**config.mk**
```make
export PLATFORM = sky130hd
export DESIGN_NAME = plp_datapath
export DESIGN_NICKNAME = d
export VERILOG_FILES = /design/src/rtl/core/plp_pkg.sv /design/src/rtl/core/plp_datapath.sv
export SDC_FILE = /design/constraint.sdc
export NUM_CORES = 2
export LEC_CHECK = 0
export BUFFER_PORTS_ARGS = -buffer_cell sky130_fd_sc_hd__buf_4
export CELL_PAD_IN_SITES_DETAIL_PLACEMENT = 0
export CELL_PAD_IN_SITES_GLOBAL_PLACEMENT = 1
export CORE_MARGIN = 2
export CORE_UTILIZATION = 40
export CTS_BUF_LIST = sky130_fd_sc_hd__clkbuf_4 sky130_fd_sc_hd__clkbuf_8
export CTS_CLUSTER_DIAMETER = 80
export DETAILED_ROUTE_END_ITERATION = 7
export PLACE_DENSITY_LB_ADDON = 0.1
export SYNTH_ARGS = -nofsm -noshare
export SYNTH_HDL_FRONTEND = slang
export SYNTH_SLANG_ARGS = --single-unit
```
**constraint.sdc**
```tcl
create_clock -name clk -period 7.35 [get_ports clk]
set_input_delay 0.3675 -clock clk [delete_from_list [all_inputs] [get_ports clk]]
set_output_delay 0.3675 -clock clk [all_outputs]
set_load 0.02 [all_outputs]
```
**src/rtl/core/plp_pkg.sv**
```systemverilog
// Types, constants and register codes of the piecewise-linear profile generator.
`default_nettype none

package plp_pkg;

  localparam int MAX_POINTS_DEF = 16;

  localparam int TIME_W        = 32;
  localparam int VALUE_W       = 32;
  localparam int INDEX_W       = 4;
  localparam int POINT_COUNT_W = 5;
  localparam int END_TIME_W    = 31;

  localparam int CFG_IDX_W  = 1;
  localparam int CFG_DATA_W = 31;
  localparam logic [CFG_IDX_W-1:0] REG_POINT_COUNT = 1'b0;
  localparam logic [CFG_IDX_W-1:0] REG_END_TIME    = 1'b1;

  localparam logic OP_WRITE = 1'b0;
  localparam logic OP_QUERY = 1'b1;

  localparam int DIV_STEPS = 32;
  localparam int DIV_CNT_W = $clog2(DIV_STEPS);

  typedef enum logic [2:0] {
    ST_IDLE,
    ST_CHECK,
    ST_READ,
    ST_COMPARE,
    ST_MULT,
    ST_DIVIDE,
    ST_OUT_INTERP,
    ST_OUT_LAST
  } state_t;

  typedef enum logic [1:0] {
    SEL_FLAT,
    SEL_INTERP,
    SEL_LAST
  } emit_sel_t;

  typedef struct packed {
    logic      load_query;
    logic      cap_last;
    logic      seg_setup;
    logic      mul_load;
    logic      div_step;
    logic      emit;
    emit_sel_t emit_sel;
  } cmd_t;

  typedef struct packed {
    logic past_end;
    logic in_seg;
    logic flat;
    logic out_free;
  } sts_t;

endpackage

`default_nettype wire

```
**src/rtl/core/plp_datapath.sv**
```systemverilog
// Breakpoint tables, segment arithmetic, divider and result register.
`default_nettype none

module plp_datapath #(
  parameter int MAX_POINTS = plp_pkg::MAX_POINTS_DEF,
  localparam int IDX_W = $clog2(MAX_POINTS)
) (
  input  wire logic                                 clk,
  input  wire logic                                 rst_n,
  input  wire plp_pkg::cmd_t                        cmd,
  output plp_pkg::sts_t                             sts,
  input  wire logic [IDX_W-1:0]                     rd_addr_a,
  input  wire logic [IDX_W-1:0]                     rd_addr_b,
  input  wire logic                                 wr_en,
  input  wire logic [plp_pkg::INDEX_W-1:0]          wr_idx,
  input  wire logic signed [plp_pkg::TIME_W-1:0]    in_sample_time,
  input  wire logic signed [plp_pkg::VALUE_W-1:0]   in_point_value,
  input  wire logic [plp_pkg::END_TIME_W-1:0]       end_time,
  input  wire logic                                 out_stall,
  output logic                                      out_valid,
  output logic signed [plp_pkg::VALUE_W-1:0]        out_profile_value,
  output logic                                      out_held_last
);

  logic [plp_pkg::TIME_W-1:0]  time_mem  [MAX_POINTS];
  logic [plp_pkg::VALUE_W-1:0] value_mem [MAX_POINTS];

  logic signed [plp_pkg::TIME_W-1:0]  rd_ta_r, rd_tb_r;
  logic signed [plp_pkg::VALUE_W-1:0] rd_va_r, rd_vb_r;
  logic signed [plp_pkg::TIME_W-1:0]  tq_r;
  logic [plp_pkg::VALUE_W-1:0]        last_r;
  logic [plp_pkg::VALUE_W-1:0]        v0_r;
  logic [31:0]                        mag_r, num_r, den_r;
  logic                               neg_r;
  logic [31:0]                        rem_r, quo_r;
  logic [31:0]                        rem_nxt, quo_nxt;
  logic                               out_valid_r;
  logic [plp_pkg::VALUE_W-1:0]        out_value_r, out_value_nxt;
  logic                               out_held_r;

  logic        idx_ok;
  logic [32:0] dv, dv_abs;
  logic [63:0] prod;
  logic [32:0] trial, diff;
  logic        ge;

  // Slots beyond the table are dropped.
  assign idx_ok = {28'd0, wr_idx} < 32'(MAX_POINTS);

  always_ff @(posedge clk) begin
    if (wr_en && idx_ok) begin
      time_mem[IDX_W'(wr_idx)]  <= in_sample_time;
      value_mem[IDX_W'(wr_idx)] <= in_point_value;
    end
    rd_ta_r <= time_mem[rd_addr_a];
    rd_tb_r <= time_mem[rd_addr_b];
    rd_va_r <= value_mem[rd_addr_a];
    rd_vb_r <= value_mem[rd_addr_b];
  end

  assign dv     = {rd_vb_r[31], rd_vb_r} - {rd_va_r[31], rd_va_r};
  assign dv_abs = dv[32] ? (~dv + 33'd1) : dv;
  assign prod   = mag_r * num_r;

  // One quotient bit per step; the high half of the product stays below the divisor.
  assign trial   = {rem_r, quo_r[31]};
  assign diff    = trial - {1'b0, den_r};
  assign ge      = (trial >= {1'b0, den_r});
  assign rem_nxt = ge ? diff[31:0] : trial[31:0];
  assign quo_nxt = {quo_r[30:0], ge};

  always_ff @(posedge clk) begin
    if (cmd.load_query) begin
      // clamp negative times to zero
      tq_r <= in_sample_time[31] ? '0 : in_sample_time;
    end
    if (cmd.cap_last) begin
      last_r <= rd_va_r;
    end
    if (cmd.seg_setup) begin
      neg_r <= dv[32];
      mag_r <= dv_abs[31:0];
      num_r <= tq_r - rd_ta_r;
      den_r <= rd_tb_r - rd_ta_r;
      v0_r  <= rd_va_r;
    end
    if (cmd.mul_load) begin
      rem_r <= prod[63:32];
      quo_r <= prod[31:0];
    end else if (cmd.div_step) begin
      rem_r <= rem_nxt;
      quo_r <= quo_nxt;
    end
  end

  always_comb begin
    case (cmd.emit_sel)
      plp_pkg::SEL_FLAT:   out_value_nxt = rd_va_r;
      plp_pkg::SEL_INTERP: out_value_nxt = neg_r ? (v0_r - quo_r) : (v0_r + quo_r);
      plp_pkg::SEL_LAST:   out_value_nxt = last_r;
      default:             out_value_nxt = last_r;
    endcase
  end

  always_ff @(posedge clk) begin
    if (cmd.emit) begin
      out_value_r <= out_value_nxt;
      out_held_r  <= (cmd.emit_sel == plp_pkg::SEL_LAST);
    end
  end

  always_ff @(posedge clk) begin
    if (!rst_n) begin
      out_valid_r <= 1'b0;
    end else if (cmd.emit) begin
      out_valid_r <= 1'b1;
    end else if (!out_stall) begin
      out_valid_r <= 1'b0;
    end
  end

  assign sts.past_end = $unsigned(tq_r) > {1'b0, end_time};
  assign sts.in_seg   = (tq_r >= rd_ta_r) && (tq_r <= rd_tb_r);
  assign sts.flat     = (rd_ta_r == rd_tb_r);
  assign sts.out_free = !out_valid_r || !out_stall;

  assign out_valid         = out_valid_r;
  assign out_profile_value = out_value_r;
  assign out_held_last     = out_held_r;

endmodule

`default_nettype wire

```
* Word-level counts from Yosys, hierarchy flattened
Memory sizes are Yosys's and may differ from the RTL's. A register that Yosys moved wholly into a read port is not among the register bits.
Cells that the tools add are included.
Widths: inputs -> output; s select.
** Cells by class
- Reduce and logical (&&, ||, !) cells :: 6
- Add/sub/neg operators :: 7
- Shifts and indexed selects :: 0
- Bitwise logic cells :: 1
- Equal/unequal tests :: 4
- Muxes and demuxes :: 12
- Divide/modulo/power cells :: 0
- $lt $le $gt $ge :: 4
- Multiply operators :: 1
** Operators by type and width (count)
- $mux 32 :: 7
- $sub 32x32->32 :: 4
- $mul 32x32->64 :: 1
- $pmux 32 s2 :: 1
- $ge 33x32->1 :: 1
- $sub 32x32->33 :: 1
- $add 32x1->32 const B :: 1
- $add 32x32->32 :: 1
- $eq 32x32->1 :: 1
- $ge 32x32->1 :: 1
- $gt 32x31->1 :: 1
- $le 32x32->1 :: 1
- $not 32->32 :: 1
- $mux 1 :: 4
- $eq 2x1->1 const B :: 1
- $eq 2x2->1 const B :: 1
- $logic_not 1->1 :: 2
- $logic_not 2->1 :: 1
- $ne 2x2->1 const B :: 1
- $reduce_bool 2->1 :: 1
- $logic_and 1x1->1 :: 1
- $logic_or 1x1->1 :: 1
** Word-level totals
- Bits of input ports :: 119
- Register bits after elaboration :: 291
- Bits in read-only memories :: 0
- Memory bits (writable) :: 1024
- Bits in latches :: 0
- Memories :: 2
** Memory list
- time_mem :: words 16, width 32, read ports 2, clocked after Yosys merged registers in 2, wr ports 1, line plp_datapath.sv:25 : logic [plp_pkg::TIME_W-1:0] time_mem [MAX_POINTS];
- value_mem :: words 16, width 32, read ports 2, clocked after Yosys merged registers in 2, wr ports 1, line plp_datapath.sv:26 : logic [plp_pkg::VALUE_W-1:0] value_mem [MAX_POINTS];

* Depth between registers and ports, before layout
- Depth in word-level cells :: 4
- Mapped depth :: 29
- Gate-level depth less buffers :: 27

* Worst setup path before layout
Ideal clock, no wire load.
- Kind :: reg-to-reg
- Start :: register num_r[8]
- End :: register rem_r[24] (data pin)
- Path slack :: -0.251 ns
- Data arrival time :: 7.330 ns
- Setup time :: 0.271 ns
- Clock period less this slack :: 7.601 ns
- Stages on the path, launching flop included :: 28
- Data required time :: 7.079 ns
- Path through :: edfxtp_1 -> clkbuf_1 -> and2_1 -> fa_1 -> fa_1 -> inv_1 -> fa_1 -> fa_1 -> inv_1 -> fa_1 -> fa_1 -> fa_1 -> inv_1 -> fa_1 -> inv_1 -> ha_1 -> clkbuf_1 -> a211oi_1 -> a21o_1 -> a211oi_1 -> nor3_1 -> o32a_1 -> o21ai_1 -> a221o_1 -> a221oi_1 -> o21ai_1 -> xnor2_1 -> o221ai_1
** On the way
- Word-level cells in the longest chain between the ends :: 2
** RTL lines
- start: declaration :: line plp_datapath.sv:33 : logic [31:0] mag_r, num_r, den_r;
- start signal: assignment :: line plp_datapath.sv:83 : num_r <= tq_r - rd_ta_r;
- $mul 32x32->64 :: line plp_datapath.sv:63 : assign prod = mag_r * num_r;
- $mux 32 :: line plp_datapath.sv:87 : if (cmd.mul_load) begin
- end signal: assignment :: line plp_datapath.sv:88 : rem_r <= prod[63:32];
- end signal: assignment :: line plp_datapath.sv:91 : rem_r <= rem_nxt;
- end: declaration :: line plp_datapath.sv:35 : logic [31:0] rem_r, quo_r;
Every way passes these cells.
A chain may end at the register's enable or synchronous reset.

* Worst setup path after layout
- Start :: register num_r[13]
- End :: register rem_r[20] (data pin)
Same word-level chain as after synthesis.

==> results.md <==
- Status: complete, but fails checks
- Failing checks: setup timing
- Adder-Cell Fraction of Synth Area: 23.4%
- Synth warnings: 0
- Setup TNS Final: -8130 ps
- Main synth FF type: edfxtp_1
- Max-slew violations: 0
- Pin count of the biggest net entering global routing: 102
- Clock latency at the later pin of the worst-skew pair: 1030 ps
- Remaining Overflow, GRT: 0
- Die Ht: 512 microns
- Proportion of layout cells with a drive suffix above 1: 24.7%
- Hold EP: rd_tb_r[6]
- Crit Path Max Fanout: 6
- Gr usage total: 23.3%
- Final nets: 9965
- Delay of the slowest critical-path stage: 630 ps
- Fin crit period: 7990 ps
- Sequential share of the synthesized area: 40.8%
- Setup crit start kind: flip-flop
- Slew headroom: 23.1%
- Hold path depth: 2
- DR vias: 64700
- Post-synthesis xor/xnor area fraction: 2.25%
- Drt drc: 0
- Die X: 512 microns
- Reg-to-Reg Start: num_r[13]
- DIE AREA: 262000 sq um
- # rows: 186
- FF-to-FF setup slack: -640 ps
- Clk sinks: 1442
- WL final: 302000 microns
- Simple-Gate Fraction of Synth Area: 8.61%
- Delay-heaviest family, CP: adder cells
- IO Pins: 157
- Clk pin slew, worst setup/hold paths: 60 ps
- Hold slack: 104 ps
- Worst min-delay path startpoint: rd_addr_b[2]
- Port buffer count: 156
- Slowest cell on crit path: fa_2
- Synth Area in Compound Gates: 5.04%
- HPWL after DPL: 219000 microns
- Mux cell area share after synthesis: 14.5%
- Critical R2R Capture: rem_r[20]
- Most frequent cells in the layout: edfxtp_1 (1313), inv_1 (1054), fa_1 (847), mux4_2 (640), nand2_1 (606)
- WP data required: 8060 ps
- Vias per cell: 5.36
- DP Area: 112000 sq um
- Final Wtd Congestion: 0.903
- Post-Syn Area: 103000 sq um
- Distinct cells, synth: 94
- Routed Antenna Nets: 0
- Global Route met1 Usage: 32.4%
- Wire per inst: 25.0 microns
- Max Cap Violations: 0
- Synth area leader: edfxtp_1
- Gr busiest metal: met2
- Final Skew: 78.2 ps
- Vias in the first global route: 70300
- Syn_nets: 9323
- R2R depth: 27
- Largest family of logic cells by synthesized area: adder cells
- H-tree Lvls: 4
- TritonCTS clock tree: done
- Crit path DAT: 8710 ps
- Fillers: 22900
- Commonest non-fill, non-tap cell in the layout: edfxtp_1
- Fmax: 125 MHz
- Initial antenna violation count: 25
- CP bufs+invs: 7
- Met2 GRT Util: 38.8%
- EDFF count, synth: 1313
- Setup WS post-layout: -643 ps
- Hold Crit Class: in2reg
- Endpoints failing setup: 31
- Synth Instances: 7819
- Design area: 120000 sq um
- TritonCTS buffer count: 241
- Hold Vio Cnt, Final: 0
- First-pass GRT wire length: 458000 microns
- CTS max path bufs: 3
- Synth Area per Inst: 13.2 sq um
- Cell Count, Final, Fillers Out: 12100
- Core footprint: 256000 sq um
- Async set or reset register ratio after synthesis: 0%
- WS Path Type: reg2reg
- RSZ-0062 raised after global routing: true
- CP Depth: 27
- Most common cell on crit path: fa_1
- DRT iter0 DRCs: 4268
- Clock root cell: clkbuf_8
- Initial Util: 40.2%
- Met3 Use GR: 2.92%
- Worst Max-Slew Pin Slew: 1140 ps
- Tcrit/Tclk final: 109%
- CP endpoint kind: flip-flop
- Dpl cells: 11500
- Drt first pass iters: 5
- P&R area growth vs syn: 16.6%
- Register bit total from synthesis: 1442
- Post-synth top area share: 38.3%
- Area contributors post-synth: edfxtp_1 (38%), fa_1 (18%), mux4_2 (14%)
area by class of cell:
| class | count | area [sq um] | area share (%) |
|---|---|---|---|
| multi-input cells | 4894 | 57100 | 47.5 |
| flip-flops and latches | 1442 | 42000 | 35.0 |
| repair buffers | 807 | 7400 | 6.16 |
| clock buffers | 371 | 4570 | 3.81 |
| well taps | 3384 | 4230 | 3.52 |
| inverters | 1075 | 4040 | 3.36 |
| clock inverters | 90 | 830 | 0.690 |
| diodes | 7 | 17.5 | 0.0146 |
worst max-delay path by stage:
stage	start	to	slack [ps]
2_1_floorplan	num_r[8]	rem_r[30]	1
3_3_place_gp	num_r[20]	rem_r[29]	-870
3_5_place_dp	mag_r[25]	rem_r[29]	-860
4_1_cts	mag_r[12]	rem_r[20]	-640
5_1_grt	num_r[13]	rem_r[20]	-900
6_report	num_r[13]	rem_r[20]	-640
synth_stat cells, types with 5 or more instances:
library cell and instances:
mux2i_1 28, nor4_1 10, a211o_1 8, a31oi_1 30
nand3_1 48, nand2_1 617, edfxtp_1 1313, or2_2 9
nand4_1 48, o21bai_1 36, a21o_1 110, o21a_1 38
o22ai_1 6, a21boi_0 6, a22oi_1 8, ha_1 484
nor2_1 191, clkbuf_1 337, o21ai_1 10, buf_1 65
o31a_1 5, o31ai_1 14, and3_1 21, a21oi_1 261
nand3b_1 7, xor2_1 76, inv_1 1075, nor3_1 44
dfxtp_1 129, nor2b_1 73, a31o_2 8, nand2b_1 35
and4_1 5, o21ai_0 168, or3_1 10, and2_1 602
buf_2 5, a221oi_1 5, xnor2_1 189, fa_1 901
mux4_2 640, mux2_2 24, a211oi_1 18, o211ai_1 15
state kept, by name, indices dropped and copies added, names as in the netlist:
| signal | cells |
|---|---|
| out_profile_value | 32 |
| v0_r | 32 |
| rd_vb_r | 32 |
| den_r | 32 |
| last_r | 32 |
| num_r | 32 |
| out_valid | 1 |
| out_held_last | 1 |
| rd_tb_r | 32 |
| rd_ta_r | 32 |
| value_mem | 512 |
| tq_r | 31 |
| quo_r | 32 |
| rd_va_r | 32 |
| rem_r | 32 |
| time_mem | 512 |
| neg_r | 1 |
| mag_r | 32 |
what timing repair did:
item	4_1_cts	5_1_grt
setup buffers	50	44
pin swaps	144	131
hold endpoints to repair	1304	0
resized for setup	263	153
hold buffers	83	0
gates cloned	2	0
setup endpoints to repair	39	39
stage by stage:
| stage | util [%] | worst slack (ps) |
|---|---|---|
| after global placement | 43.5 | -870 |
| after detailed placement | 43.5 | -858 |
| after floorplan | - | 0.987 |
| after global routing | 46.9 | -900 |
| after CTS | 46.5 | -637 |
| final | 46.9 | -643 |
layer usage:
layer,routed length [microns],vias to the layer above
met4,7720,22
met5,139,-
met2,147000,1513
met3,13900,397
li1,-,28700
met1,133000,34100
kinds of logic (layout without fill, tap and decap cells):
family	Yosys count	after routing
other	0	7
xor gates and xnor gates	265	265
and+or+nand+nor	1741	1741
DFF	1442	1442
muxes	692	692
buffers and inverters	1483	2343
AOI/OAI and AO/OA	811	811
adders and majority gates	1385	1385
Power is left out: the tool's default activity adds up to more than one toggle a clock period on the data nets, which glitch-free logic cannot reach.
