## config.mk

```make
export PLATFORM = sky130hd
export DESIGN_NAME = plp_ctrl
export DESIGN_NICKNAME = d
export VERILOG_FILES = /design/src/rtl/core/plp_pkg.sv /design/src/rtl/core/plp_ctrl.sv
export SDC_FILE = /design/constraint.sdc
export NUM_CORES = 1
export LEC_CHECK = 0
export BUFFER_PORTS_ARGS = -buffer_cell sky130_fd_sc_hd__buf_2
export CAP_MARGIN = 20
export CELL_PAD_IN_SITES_DETAIL_PLACEMENT = 0
export CELL_PAD_IN_SITES_GLOBAL_PLACEMENT = 1
export CORE_AREA = 2 2 59 61
export DETAILED_ROUTE_END_ITERATION = 8
export DIE_AREA = 0 0 61 63
export PLACE_DENSITY_LB_ADDON = 0.08
export SYNTH_ARGS = -nofsm -noshare
export SYNTH_HDL_FRONTEND = slang
export SYNTH_SLANG_ARGS = --single-unit
```

## constraint.sdc

```tcl
create_clock -name clk -period 2.5 [get_ports clk]
set_input_delay 0.625 -clock clk [delete_from_list [all_inputs] [get_ports clk]]
set_output_delay 0.625 -clock clk [all_outputs]
set_load 0.05 [all_outputs]
```

## src/rtl/core/plp_pkg.sv

```systemverilog
// Types, constants and register codes of the piecewise-linear profile generator.
`default_nettype none

package plp_pkg;

  localparam int MAX_POINTS_DEF = 16;

  localparam int TIME_W        = 32;
  localparam int VALUE_W       = 32;
  localparam int INDEX_W       = 4;
  localparam int POINT_COUNT_W = 5;
  localparam int END_TIME_W    = 31;

  localparam int CFG_IDX_W  = 1;
  localparam int CFG_DATA_W = 31;
  localparam logic [CFG_IDX_W-1:0] REG_POINT_COUNT = 1'b0;
  localparam logic [CFG_IDX_W-1:0] REG_END_TIME    = 1'b1;

  localparam logic OP_WRITE = 1'b0;
  localparam logic OP_QUERY = 1'b1;

  localparam int DIV_STEPS = 32;
  localparam int DIV_CNT_W = $clog2(DIV_STEPS);

  typedef enum logic [2:0] {
    ST_IDLE,
    ST_CHECK,
    ST_READ,
    ST_COMPARE,
    ST_MULT,
    ST_DIVIDE,
    ST_OUT_INTERP,
    ST_OUT_LAST
  } state_t;

  typedef enum logic [1:0] {
    SEL_FLAT,
    SEL_INTERP,
    SEL_LAST
  } emit_sel_t;

  typedef struct packed {
    logic      load_query;
    logic      cap_last;
    logic      seg_setup;
    logic      mul_load;
    logic      div_step;
    logic      emit;
    emit_sel_t emit_sel;
  } cmd_t;

  typedef struct packed {
    logic past_end;
    logic in_seg;
    logic flat;
    logic out_free;
  } sts_t;

endpackage

`default_nettype wire

```

## src/rtl/core/plp_ctrl.sv

```systemverilog
// Query sequencer: segment scan, multiply and divide steps, result hand-off.
`default_nettype none

module plp_ctrl #(
  parameter int MAX_POINTS = plp_pkg::MAX_POINTS_DEF,
  localparam int IDX_W = $clog2(MAX_POINTS)
) (
  input  wire logic                                clk,
  input  wire logic                                rst_n,
  input  wire logic                                query_fire,
  input  wire logic [plp_pkg::POINT_COUNT_W-1:0]   point_count,
  input  wire plp_pkg::sts_t                       sts,
  output plp_pkg::cmd_t                            cmd,
  output logic [IDX_W-1:0]                         rd_addr_a,
  output logic [IDX_W-1:0]                         rd_addr_b,
  output logic                                     busy
);

  localparam int CW = (IDX_W + 1 > plp_pkg::POINT_COUNT_W) ? IDX_W + 1
                                                             : plp_pkg::POINT_COUNT_W;

  plp_pkg::state_t state_r, state_nxt;
  logic [IDX_W-1:0]              seg_r, seg_nxt;
  logic [plp_pkg::DIV_CNT_W-1:0] div_cnt_r, div_cnt_nxt;

  logic [CW-1:0]    pc_ext, max_ext, last_c;
  logic [IDX_W-1:0] last_idx;
  logic [IDX_W:0]   seg_inc;
  logic             last_seg;

  // Clamp the count to 1..MAX_POINTS and keep the index of the last point.
  assign pc_ext   = CW'(point_count);
  assign max_ext  = CW'(MAX_POINTS);
  assign last_c   = (pc_ext == '0) ? '0 :
                    (pc_ext > max_ext) ? (max_ext - CW'(1)) : (pc_ext - CW'(1));
  assign last_idx = last_c[IDX_W-1:0];

  assign seg_inc  = {1'b0, seg_r} + {{IDX_W{1'b0}}, 1'b1};
  assign last_seg = (seg_inc == {1'b0, last_idx});

  always_ff @(posedge clk) begin
    if (!rst_n) begin
      state_r   <= plp_pkg::ST_IDLE;
      seg_r     <= '0;
      div_cnt_r <= '0;
    end else begin
      state_r   <= state_nxt;
      seg_r     <= seg_nxt;
      div_cnt_r <= div_cnt_nxt;
    end
  end

  always_comb begin
    state_nxt   = state_r;
    seg_nxt     = seg_r;
    div_cnt_nxt = div_cnt_r;
    cmd         = '0;
    cmd.emit_sel = plp_pkg::SEL_LAST;

    case (state_r)
      plp_pkg::ST_IDLE: begin
        cmd.load_query = query_fire;
        if (query_fire) begin
          state_nxt = plp_pkg::ST_CHECK;
        end
      end
      plp_pkg::ST_CHECK: begin
        cmd.cap_last = 1'b1;
        seg_nxt      = '0;
        if (sts.past_end || last_idx == '0) begin
          state_nxt = plp_pkg::ST_OUT_LAST;
        end else begin
          state_nxt = plp_pkg::ST_READ;
        end
      end
      plp_pkg::ST_READ: begin
        state_nxt = plp_pkg::ST_COMPARE;
      end
      plp_pkg::ST_COMPARE: begin
        if (sts.in_seg) begin
          if (sts.flat) begin
            // hold here until the result register frees up
            if (sts.out_free) begin
              cmd.emit     = 1'b1;
              cmd.emit_sel = plp_pkg::SEL_FLAT;
              state_nxt    = plp_pkg::ST_IDLE;
            end
          end else begin
            cmd.seg_setup = 1'b1;
            state_nxt     = plp_pkg::ST_MULT;
          end
        end else if (last_seg) begin
          state_nxt = plp_pkg::ST_OUT_LAST;
        end else begin
          seg_nxt   = seg_inc[IDX_W-1:0];
          state_nxt = plp_pkg::ST_READ;
        end
      end
      plp_pkg::ST_MULT: begin
        cmd.mul_load = 1'b1;
        div_cnt_nxt  = plp_pkg::DIV_CNT_W'(plp_pkg::DIV_STEPS - 1);
        state_nxt    = plp_pkg::ST_DIVIDE;
      end
      plp_pkg::ST_DIVIDE: begin
        cmd.div_step = 1'b1;
        if (div_cnt_r == '0) begin
          state_nxt = plp_pkg::ST_OUT_INTERP;
        end else begin
          div_cnt_nxt = div_cnt_r - plp_pkg::DIV_CNT_W'(1);
        end
      end
      plp_pkg::ST_OUT_INTERP: begin
        if (sts.out_free) begin
          cmd.emit     = 1'b1;
          cmd.emit_sel = plp_pkg::SEL_INTERP;
          state_nxt    = plp_pkg::ST_IDLE;
        end
      end
      plp_pkg::ST_OUT_LAST: begin
        if (sts.out_free) begin
          cmd.emit     = 1'b1;
          cmd.emit_sel = plp_pkg::SEL_LAST;
          state_nxt    = plp_pkg::ST_IDLE;
        end
      end
      default: begin
        state_nxt = plp_pkg::ST_IDLE;
      end
    endcase
  end

  // Port A sits on the last point while idle so its value is ready at query start.
  assign rd_addr_a = (state_r == plp_pkg::ST_IDLE || state_r == plp_pkg::ST_CHECK)
                     ? last_idx : seg_r;
  assign rd_addr_b = seg_inc[IDX_W-1:0];
  assign busy      = (state_r != plp_pkg::ST_IDLE);

endmodule

`default_nettype wire

```

# Yosys cells after proc, flatten, opt, wreduce, memory -nomap -nowiden
# Index checks and enable logic that the tools add are counted.
# totals
input_bits,12
elab_cells,62
regBits,12
output_inout_bits,17
# op_classes
n_addsub,3
muxes,29
order_cmp,1
n_reduce_logical,13
eq_ne,13
# ops
operator,count
$mux 3,12
$pmux 3 s7,1
$mux 4,5
$eq 3x3->1 const B,4
$logic_not 5->1,2
$ne 2x2->1 const B,5
$pmux 5 s2,1
$pmux 3 s3,1
$pmux 4 s2,1
$mux 1,7
$eq 3x2->1 const B,2
$add 4x1->5 const B,1
$eq 5x4->1,1
$gt 5x5->1 const B,1
$mux 5,1
$sub 5x1->5 const B,1
$logic_not 4->1,1
$reduce_and 2->1,2
$reduce_bool 2->1,2
$sub 4x1->4 const B,1
$eq 3x1->1 const B,1
$logic_not 3->1,1
$reduce_and 3->1,1
$reduce_bool 3->1,1
other kinds (2),3

# Logic depth before layout (Yosys ltp)
# Gate-level depths: netlist of run 1.
# depth
depth_word,7
mapped_depth,9

# Worst setup path before layout of run 1
# No wires, ideal clock.
# synth_path
path_kind,input -> output
startpoint,input point_count[0] (netlist bit)
endpoint,output rd_addr_a[1]
slack_ns,-0.311
t_required_ns,1.875
n_path_buf,0
path_stages,5
arrival_ns,2.186
path_cell_list,inv_1 > ha_1 > nor3b_1 > maj3_1 > a21oi_1
# synth_via
elab_chain_cells,4
word_cells_on_any_way,6
classes_between,add/sub: 1; order compare: 1; mux: 3; reduce/logical: 1
# synth_lines
element,line_no,source
"start, declared",plp_ctrl.sv:11,"input wire logic [plp_pkg::POINT_COUNT_W-1:0] point_count,"
$sub 4x1->4 / $gt 5x5->1 (equally long branches),plp_ctrl.sv:35,(pc_ext > max_ext) ? (max_ext - CW'(1)) : (pc_ext - CW'(1));
$mux 4,plp_ctrl.sv:35,
$mux 4 *,plp_ctrl.sv:34,assign last_c = (pc_ext == '0) ? '0 :
$mux 4 *,plp_ctrl.sv:134,? last_idx : seg_r;
"end, declared",plp_ctrl.sv:14,"output logic [IDX_W-1:0] rd_addr_a,"
# Every way passes the cells marked *; elsewhere a longest branch is shown, timed or not.

# Worst setup path after layout of run 1
# layout_path
startpoint,input point_count[1] (netlist bit)
endpoint,output rd_addr_a[1]
# Same word-level chain as after synthesis.

==> metrics.txt, run 1 <==
# TYPE chip_impl_metric gauge
chip_impl_metric{name="yosys.cell_types.count",unit=""} 39
chip_impl_info{name="tritoncts_clock_tree",value="built"} 1
chip_impl_metric{name="fillers",unit=""} 369
chip_impl_metric{name="grt_start_max_net_pins",unit=""} 14
chip_impl_metric{name="p_switching",unit="uW"} 338.5
chip_impl_metric{name="gr-usage-all-layers",unit="%"} 13.84
chip_impl_metric{name="worst_setup_hold_path_clk_slew",unit="ns"} 0.08
chip_impl_metric{name="share_seq_of_total_power",unit="%"} 31.3
chip_impl_metric{name="number_of_violations_reported_at_the_end_of_detailed_routing_iteration_0",unit=""} 22
chip_impl_metric{name="wire_length_of_the_first_global_routing_pass",unit="mm"} 4.195
chip_impl_info{name="final_common_cell",value="sky130_fd_sc_hd__buf_2"} 1
chip_impl_metric{name="pwr_density_cell",unit="nW/um2"} 580.0
chip_impl_metric{name="area.growth.synth_to_final",unit="%"} 36.13
chip_impl_metric{name="worst_r2r_path_depth",unit=""} 8
chip_impl_info{name="timing.critical_path.cells",value="buf_2 > inv_1 > ha_1 > nor3b_1 > maj3_2 > a21oi_2 > buf_6"} 1
chip_impl_metric{name="fmaxAchievable",unit="MHz"} 408.3
chip_impl_metric{name="reg2reg_setup_slack",unit="ns"} 0.08
chip_impl_metric{name="instance_count_of_the_mapped_netlist",unit=""} 128
chip_impl_metric{name="routed_antenna_nets",unit=""} 0
chip_impl_metric{name="report.power.total",unit="uW"} 765.5
chip_impl_metric{name="hold_slack_final",unit="ns"} 0.5211
chip_impl_metric{name="comb_power_share",unit="%"} 48.1
chip_impl_info{name="cts_root_buffer",value="sky130_fd_sc_hd__clkbuf_4"} 1
chip_impl_metric{name="max_cap_violations",unit=""} 0
chip_impl_metric{name="power.switching_fraction",unit="%"} 44.22
chip_impl_info{name="unrepaired_setup_endpoints_after_global_routing",value="false"} 1
chip_impl_info{name="startpoint",value="point_count[1]"} 1
chip_impl_metric{name="initial_core_util",unit="%"} 30.00
chip_impl_metric{name="p_int",unit="uW"} 427.0
chip_impl_metric{name="die_h",unit="um"} 63
chip_impl_metric{name="max-slew-margin-rel",unit="%"} 62.05
chip_impl_metric{name="remaining_drc_errors",unit=""} 0
chip_impl_metric{name="global_route.overflow_total",unit=""} 0
chip_impl_metric{name="detailedPlacementHpwl",unit="mm"} 2.033
chip_impl_metric{name="pre_repair_dr_iteration_count",unit=""} 4
chip_impl_metric{name="setup_viol",unit=""} 0
chip_impl_metric{name="cts.hold.buffers_added",unit=""} 0
chip_impl_metric{name="worst_ep_arrival_time",unit="ns"} 1.82
chip_impl_metric{name="leakage",unit="uW"} 0.0005934
chip_impl_metric{name="peakVddDrop",unit="uV"} 275.4
chip_impl_metric{name="antennaDiodeCount",unit=""} 0
chip_impl_metric{name="std_cell_rows",unit=""} 21
chip_impl_metric{name="synth_area",unit="um2"} 969.7
chip_impl_info{name="critical_path_capture_point_type",value="primary output"} 1
chip_impl_info{name="layout.cells.most_common_list",value="sky130_fd_sc_hd__buf_2 (25), sky130_fd_sc_hd__nor2_1 (16), sky130_fd_sc_hd__dfxtp_1 (12), sky130_fd_sc_hd__inv_1 (11)"} 1
chip_impl_info{name="worst_r2r_endpoint",value="seg_r[2]"} 1
chip_impl_metric{name="synth.yosys.seq_area_share",unit="%"} 24.77
chip_impl_metric{name="cts_buffers",unit=""} 3
chip_impl_metric{name="cp.depth",unit=""} 7
chip_impl_metric{name="layout_worst_path_cycle_share",unit="%"} 97.96
chip_impl_metric{name="cts-htree-levels",unit=""} 1
chip_impl_metric{name="floorplan.io_pins",unit=""} 29
chip_impl_metric{name="clockPowerShare",unit="%"} 20.6
chip_impl_metric{name="clock_skew",unit="ns"} 0.003801
chip_impl_metric{name="grt_antenna_before_repair",unit=""} 0
chip_impl_metric{name="cts.sinks",unit=""} 12
chip_impl_metric{name="die_area",unit="um2"} 3843
chip_impl_metric{name="ys_seq_elements",unit=""} 12
chip_impl_metric{name="critPathMaxFanout",unit=""} 3
chip_impl_metric{name="postSynthNetCount",unit=""} 145
chip_impl_metric{name="grt_pass1_vias",unit=""} 983
chip_impl_metric{name="critical_path.max_stage_delay",unit="ns"} 0.32
chip_impl_metric{name="max_slew_violation_count",unit=""} 0
chip_impl_metric{name="clock_insertion_delay_at_the_later_pin_of_the_skew_report",unit="ns"} 0.27
chip_impl_metric{name="post_synth.cell_area_avg",unit="um2"} 7.576
chip_impl_info{name="slowest_stage",value="sky130_fd_sc_hd__maj3_2"} 1
chip_impl_metric{name="clock_path_buffers",unit=""} 2
chip_impl_metric{name="floorplan.die.width",unit="um"} 61
chip_impl_info{name="cp-endpoint",value="rd_addr_a[1]"} 1
chip_impl_info{name="hold_path.class",value="flip-flop to flip-flop"} 1
chip_impl_info{name="timing.rr.start",value="seg_r[0]"} 1
chip_impl_metric{name="min_period",unit="ns"} 2.449
chip_impl_metric{name="nets",unit=""} 182
chip_impl_metric{name="via_total_after_detailed_routing",unit=""} 1041
chip_impl_metric{name="final_hold_viol_count",unit=""} 0
chip_impl_metric{name="tightestPinTransition",unit="ns"} 0.5671
chip_impl_info{name="timing_worst_setup_path_type",value="primary input to primary output"} 1
chip_impl_metric{name="std_cell_core_area",unit="um2"} 3232
chip_impl_metric{name="cp.buffers_inverters",unit=""} 3
chip_impl_metric{name="viasPerCell",unit=""} 4.957
chip_impl_metric{name="yosysWarnings",unit=""} 0
chip_impl_metric{name="avgRoutedWirePerCell",unit="um"} 12.46
chip_impl_info{name="run_status",value="completed"} 1
chip_impl_metric{name="routed_wl",unit="mm"} 2.616
chip_impl_metric{name="final_layout_size_suffix_gt1_share",unit="%"} 35.98
chip_impl_metric{name="buffer_ports.inserted",unit=""} 28
chip_impl_metric{name="cp.required",unit="ns"} 1.88
chip_impl_metric{name="placer_congestion_estimate",unit=""} 0.7650
chip_impl_info{name="critPathLaunchType",value="primary input"} 1
chip_impl_info{name="cp_top_family",value="adder cells"} 1
[through the flow]
stage	cell area [um2]	setup slack, ns	TNS [ns]	cells	utilization [%]
after floorplan	980.9	-0.01563	-0.01563	128	-
after global placement	1224	-0.1972	-0.9997	206	37.86
after detailed placement	1224	-0.2262	-1.290	206	37.86
after CTS	1277	0.02559	0	210	39.53
after global routing	1320	0.005461	0	210	40.84
final	1320	0.05088	0	210	40.84
[metal layers]
| metal | GRT usage [%] | vias to the layer above | wire [um] | part of all wire, % |
|---|---|---|---|---|
| met5 | 0 | - | 0 | 0 |
| met3 | 3.106 | 2 | 97 | 3.7 |
| met4 | 4.076 | 0 | 19 | 0.73 |
| met1 | 18.02 | 493 | 1206 | 46 |
| li1 | - | 530 | - | - |
| met2 | 22.31 | 16 | 1293 | 49 |
[power groups by stage]
stage,Sequential (uW),Combinational [uW],Clock (uW)
5_1_grt,244,398,172
3_5_place_dp,243,338,0
6_report,239,368,158
4_1_cts,239,353,164
3_3_place_gp,243,335,0
2_1_floorplan,223,274,0
[Yosys cell counts]
library cell,number,area share (%)
sky130_fd_sc_hd__or4_1,1,0.77
sky130_fd_sc_hd__or3_1,1,0.65
sky130_fd_sc_hd__a211oi_1,3,2.3
sky130_fd_sc_hd__a2111oi_0,2,1.8
sky130_fd_sc_hd__maj3_1,1,1.0
sky130_fd_sc_hd__and3b_1,1,0.90
sky130_fd_sc_hd__xor2_1,3,2.7
sky130_fd_sc_hd__and3_1,1,0.65
sky130_fd_sc_hd__a31oi_1,1,0.65
sky130_fd_sc_hd__and3_2,1,0.77
sky130_fd_sc_hd__ha_1,5,6.5
sky130_fd_sc_hd__and4_1,1,0.90
sky130_fd_sc_hd__a22o_1,2,1.8
sky130_fd_sc_hd__a211o_1,1,0.90
sky130_fd_sc_hd__nor2b_1,3,1.9
sky130_fd_sc_hd__nor3_1,7,3.6
sky130_fd_sc_hd__a21oi_1,11,5.7
sky130_fd_sc_hd__nor2_1,17,6.6
sky130_fd_sc_hd__inv_1,12,4.6
sky130_fd_sc_hd__o21a_1,3,2.3
sky130_fd_sc_hd__nor2b_4,1,1.4
sky130_fd_sc_hd__xnor2_1,4,3.6
sky130_fd_sc_hd__mux2_2,2,2.3
sky130_fd_sc_hd__nand2b_1,3,1.9
sky130_fd_sc_hd__and4b_1,1,1.0
sky130_fd_sc_hd__nand3_1,3,1.5
sky130_fd_sc_hd__o32a_2,1,1.2
sky130_fd_sc_hd__o21ai_0,5,2.6
sky130_fd_sc_hd__nor3b_1,1,0.77
sky130_fd_sc_hd__a21bo_2,1,1.0
sky130_fd_sc_hd__or2_4,1,0.90
sky130_fd_sc_hd__clkbuf_1,4,1.5
sky130_fd_sc_hd__o41a_1,1,1.2
sky130_fd_sc_hd__nor3b_4,1,1.9
sky130_fd_sc_hd__o21ai_1,1,0.52
sky130_fd_sc_hd__o22ai_1,2,1.3
sky130_fd_sc_hd__nand2_1,6,2.3
sky130_fd_sc_hd__dfxtp_1,12,25
sky130_fd_sc_hd__mux2i_1,1,1.0
[cell type report]
class,instances,area [um2],area share [%]
clock buffer,4,36.28,2.749
inverter,12,45.04,3.412
multi-input combinational,100,718.2,54.41
sequential,12,240.2,18.20
tap,46,57.56,4.360
timing repair buffer,36,222.7,16.87
[cells by family after synthesis]
kind of cell | after synthesis | share of synthesized area (%)
buffers and inverters | 16 | 6.193
AOI/OAI and AO/OA | 34 | 23.23
muxes | 3 | 3.355
adders and majority gates | 6 | 7.484
DFF | 12 | 24.77
xor gates and xnor gates | 7 | 6.323
and+or+nand+nor | 50 | 28.65
[what timing repair did]
item | CTS | global route
setup buffers | 0 | 1
cloned | 0 | 0
pin swaps | 0 | 6
setup endpoints to repair | 3 | 8
gates resized for setup | 6 | 12
[state kept, by name, indices dropped and copies added, names as in the netlist]
register   count
state_r        3
seg_r          4
div_cnt_r      5
[worst min-delay path by stage]
stage	slack [ns]	start	endpoint	depth (start not counted)
detailed placement	0.51	div_cnt_r[0]	div_cnt_r[0]	1
global route	0.58	div_cnt_r[0]	div_cnt_r[0]	1
floorplan	0.47	div_cnt_r[0]	div_cnt_r[0]	1
global placement	0.50	div_cnt_r[0]	div_cnt_r[0]	1
finish	0.52	div_cnt_r[0]	div_cnt_r[0]	1
CTS	0.53	div_cnt_r[0]	div_cnt_r[0]	1
(Power assumes the default switching activity.)
==> inputs of run 2 (changes only) <==
==> constraint.sdc (replaced) <==
create_clock -name clk -period 2.1 [get_ports clk]
set_input_delay 0.525 -clock clk [delete_from_list [all_inputs] [get_ports clk]]
set_output_delay 0.525 -clock clk [all_outputs]
set_load 0.05 [all_outputs]
==> run 2 against run 1 <==
Effect of this change:
- the flow now finishes with violations (setup timing)
- sequential power rose by 15%
- final cell count rose by 5.7%
- worst hold slack worse by 0.0084 ns
- flip-flop and latch count unchanged
- global-route usage increased by 1.8 points
- first-iteration DRC count grew 55%
- clock-buffer cell count is the same
- worst setup slack got worse by 0.21 ns
- clock skew fell by 0.0016 ns
- via count grew 4.5%
- utilization grew 8.2 points
- die area did not move
- largest power group unchanged
==> metrics.txt, run 2 (synthesized netlist as in run 1, its figures left out) <==
# TYPE chip_impl_metric gauge
chip_impl_info{name="unrepaired_setup_endpoints_after_global_routing",value="true"} 1
chip_impl_metric{name="clock_path_buffers",unit=""} 2
chip_impl_metric{name="antennaDiodeCount",unit=""} 0
chip_impl_metric{name="grt_start_max_net_pins",unit=""} 11
chip_impl_metric{name="routed_wl",unit="mm"} 2.678
chip_impl_metric{name="comb_power_share",unit="%"} 53.3
chip_impl_info{name="critPathLaunchType",value="flip-flop"} 1
chip_impl_metric{name="global_route.overflow_total",unit=""} 0
chip_impl_info{name="timing.rr.start",value="seg_r[0]"} 1
chip_impl_metric{name="via_total_after_detailed_routing",unit=""} 1088
chip_impl_metric{name="cp.buffers_inverters",unit=""} 1
chip_impl_metric{name="gr-usage-all-layers",unit="%"} 15.60
chip_impl_metric{name="buffer_ports.inserted",unit=""} 28
chip_impl_metric{name="routed_antenna_nets",unit=""} 0
chip_impl_info{name="slowest_stage",value="sky130_fd_sc_hd__or4_1"} 1
chip_impl_metric{name="p_switching",unit="uW"} 428.7
chip_impl_metric{name="initial_core_util",unit="%"} 30.00
chip_impl_metric{name="detailedPlacementHpwl",unit="mm"} 2.093
chip_impl_metric{name="clockPowerShare",unit="%"} 19.0
chip_impl_metric{name="grt_antenna_before_repair",unit=""} 0
chip_impl_info{name="tritoncts_clock_tree",value="built"} 1
chip_impl_metric{name="number_of_violations_reported_at_the_end_of_detailed_routing_iteration_0",unit=""} 34
chip_impl_metric{name="avgRoutedWirePerCell",unit="um"} 12.06
chip_impl_info{name="timing_worst_setup_path_type",value="flip-flop to flip-flop"} 1
chip_impl_metric{name="layout_worst_path_cycle_share",unit="%"} 107.6
chip_impl_metric{name="critical_path.max_stage_delay",unit="ns"} 0.39
chip_impl_metric{name="dp_slack",unit="ns"} -0.5024
chip_impl_metric{name="hold_slack_final",unit="ns"} 0.5127
chip_impl_info{name="failed_checks",value="setup timing"} 1
chip_impl_metric{name="floorplan.io_pins",unit=""} 29
chip_impl_metric{name="std_cell_rows",unit=""} 21
chip_impl_metric{name="p_int",unit="uW"} 557.4
chip_impl_metric{name="peakVddDrop",unit="uV"} 330.0
chip_impl_metric{name="final_layout_size_suffix_gt1_share",unit="%"} 46.59
chip_impl_metric{name="grt_pass1_vias",unit=""} 1081
chip_impl_metric{name="leakage",unit="uW"} 0.0006977
chip_impl_metric{name="largest_register_ffs",unit=""} 5
chip_impl_metric{name="fin_ws",unit="ns"} -0.1597
chip_impl_metric{name="tightestPinTransition",unit="ns"} 0.4157
chip_impl_info{name="run_status",value="complete, but fails checks"} 1
chip_impl_metric{name="worst_setup_hold_path_clk_slew",unit="ns"} 0.08
chip_impl_metric{name="cp.required",unit="ns"} 2.31
chip_impl_info{name="final_common_cell",value="sky130_fd_sc_hd__buf_2"} 1
chip_impl_metric{name="cp.depth",unit=""} 8
chip_impl_metric{name="report.power.total",unit="uW"} 986.1
chip_impl_metric{name="cts-htree-levels",unit=""} 1
chip_impl_metric{name="die_area",unit="um2"} 3843
chip_impl_metric{name="worst_r2r_path_depth",unit=""} 8
chip_impl_info{name="critical_path_capture_point_type",value="flip-flop"} 1
chip_impl_metric{name="share_seq_of_total_power",unit="%"} 27.8
chip_impl_metric{name="critPathMaxFanout",unit=""} 3
chip_impl_metric{name="max_slew_violation_count",unit=""} 0
chip_impl_metric{name="cts_buffers",unit=""} 3
chip_impl_info{name="layout_top_registers",value="div_cnt_r x5, seg_r x4, state_r x3"} 1
chip_impl_info{name="max_flop_register",value="div_cnt_r"} 1
chip_impl_info{name="timing.critical_path.cells",value="ha_4 > nor2b_4 > or2_4 > or4_1 > a211o_1 > buf_4 > o32a_4 > o22ai_1"} 1
chip_impl_metric{name="nets",unit=""} 194
chip_impl_metric{name="timing.hold.worst_path_depth",unit=""} 1
chip_impl_metric{name="power.switching_fraction",unit="%"} 43.47
chip_impl_metric{name="final_hold_viol_count",unit=""} 0
chip_impl_metric{name="wire_length_of_the_first_global_routing_pass",unit="mm"} 4.616
chip_impl_metric{name="max-slew-margin-rel",unit="%"} 72.19
chip_impl_metric{name="pre_repair_dr_iteration_count",unit=""} 5
chip_impl_metric{name="setup_viol",unit=""} 7
chip_impl_metric{name="remaining_drc_errors",unit=""} 0
chip_impl_metric{name="clock_insertion_delay_at_the_later_pin_of_the_skew_report",unit="ns"} 0.27
chip_impl_metric{name="area.growth.synth_to_final",unit="%"} 63.48
chip_impl_metric{name="clock_skew",unit="ns"} 0.002205
chip_impl_metric{name="placer_congestion_estimate",unit=""} 0.7474
chip_impl_info{name="layout.cells.most_common_list",value="sky130_fd_sc_hd__buf_2 (20), sky130_fd_sc_hd__buf_4 (19), sky130_fd_sc_hd__nor2_1 (15), sky130_fd_sc_hd__inv_1 (10), sky130_fd_sc_hd__dfxtp_1 (9)"} 1
chip_impl_metric{name="worst_ep_arrival_time",unit="ns"} 2.47
chip_impl_info{name="hold_path_startpoint",value="div_cnt_r[0]"} 1
chip_impl_info{name="cp_top_family",value="simple AND/OR/NAND/NOR gates"} 1
chip_impl_metric{name="cts.sinks",unit=""} 12
chip_impl_metric{name="std_cell_core_area",unit="um2"} 3232
chip_impl_info{name="cts_root_buffer",value="sky130_fd_sc_hd__clkbuf_4"} 1
chip_impl_info{name="startpoint",value="seg_r[0]"} 1
chip_impl_metric{name="fmaxAchievable",unit="MHz"} 442.5
chip_impl_metric{name="max_cap_violations",unit=""} 0
chip_impl_metric{name="pwr_density_cell",unit="nW/um2"} 622.1
chip_impl_metric{name="floorplan.die.width",unit="um"} 61
chip_impl_info{name="hold_path.class",value="flip-flop to flip-flop"} 1
chip_impl_metric{name="die_h",unit="um"} 63
chip_impl_metric{name="min_period",unit="ns"} 2.260
chip_impl_metric{name="viasPerCell",unit=""} 4.901
chip_impl_metric{name="fillers",unit=""} 320
[run 2: worst paths after layout]
path	end	slack, ns
worst max register to register	state_r[0]	-0.16
worst min register to register	div_cnt_r[0]	0.51
worst max-delay path	state_r[0]	-0.16
worst min-delay path	div_cnt_r[0]	0.51
[run 2: power by group through the flow]
stage | clock network (uW) | registers, uW | logic, uW
2_1_floorplan | 0 | 265 | 347
3_3_place_gp | 0 | 278 | 459
3_5_place_dp | 0 | 279 | 463
4_1_cts | 190 | 273 | 512
5_1_grt | 202 | 280 | 567
6_report | 187 | 274 | 525
[run 2: cell type report]
cell class / count / area (um2) / area share, %
multi-input combinational: 100 / 818.3 / 51.62
tap: 46 / 57.56 / 3.631
clock buffer: 4 / 36.28 / 2.289
timing repair buffer: 48 / 357.8 / 22.57
sequential: 12 / 246.5 / 15.55
inverter: 12 / 68.82 / 4.341
[run 2: per-stage QoR]
| step | instances | utilization [%] | TNS (ns) | instance area (um2) |
|---|---|---|---|---|
| finish | 222 | 49.05 | -0.7527 | 1585 |
| global route | 222 | 49.05 | -1.425 | 1585 |
| CTS | 221 | 47.58 | -0.9390 | 1538 |
| detailed placement | 215 | 43.21 | -3.650 | 1396 |
| global placement | 215 | 43.21 | -3.265 | 1396 |
| floorplan | 128 | - | -0.5835 | 1086 |
[run 2: timing repair]
action,CTS,global route
resized for setup,24,10
pin swaps,9,8
hold buffers,0,0
buffers inserted,2,1
endpoints found under the setup margin,9,13
[run 2: per-layer routing]
layer	part of all wire (%)	wire length [um]	track usage (%)
met4	0.52	14	6.522
met3	5.3	141	3.106
met5	0	0	0
met2	50	1338	25.54
met1	44	1183	19.30
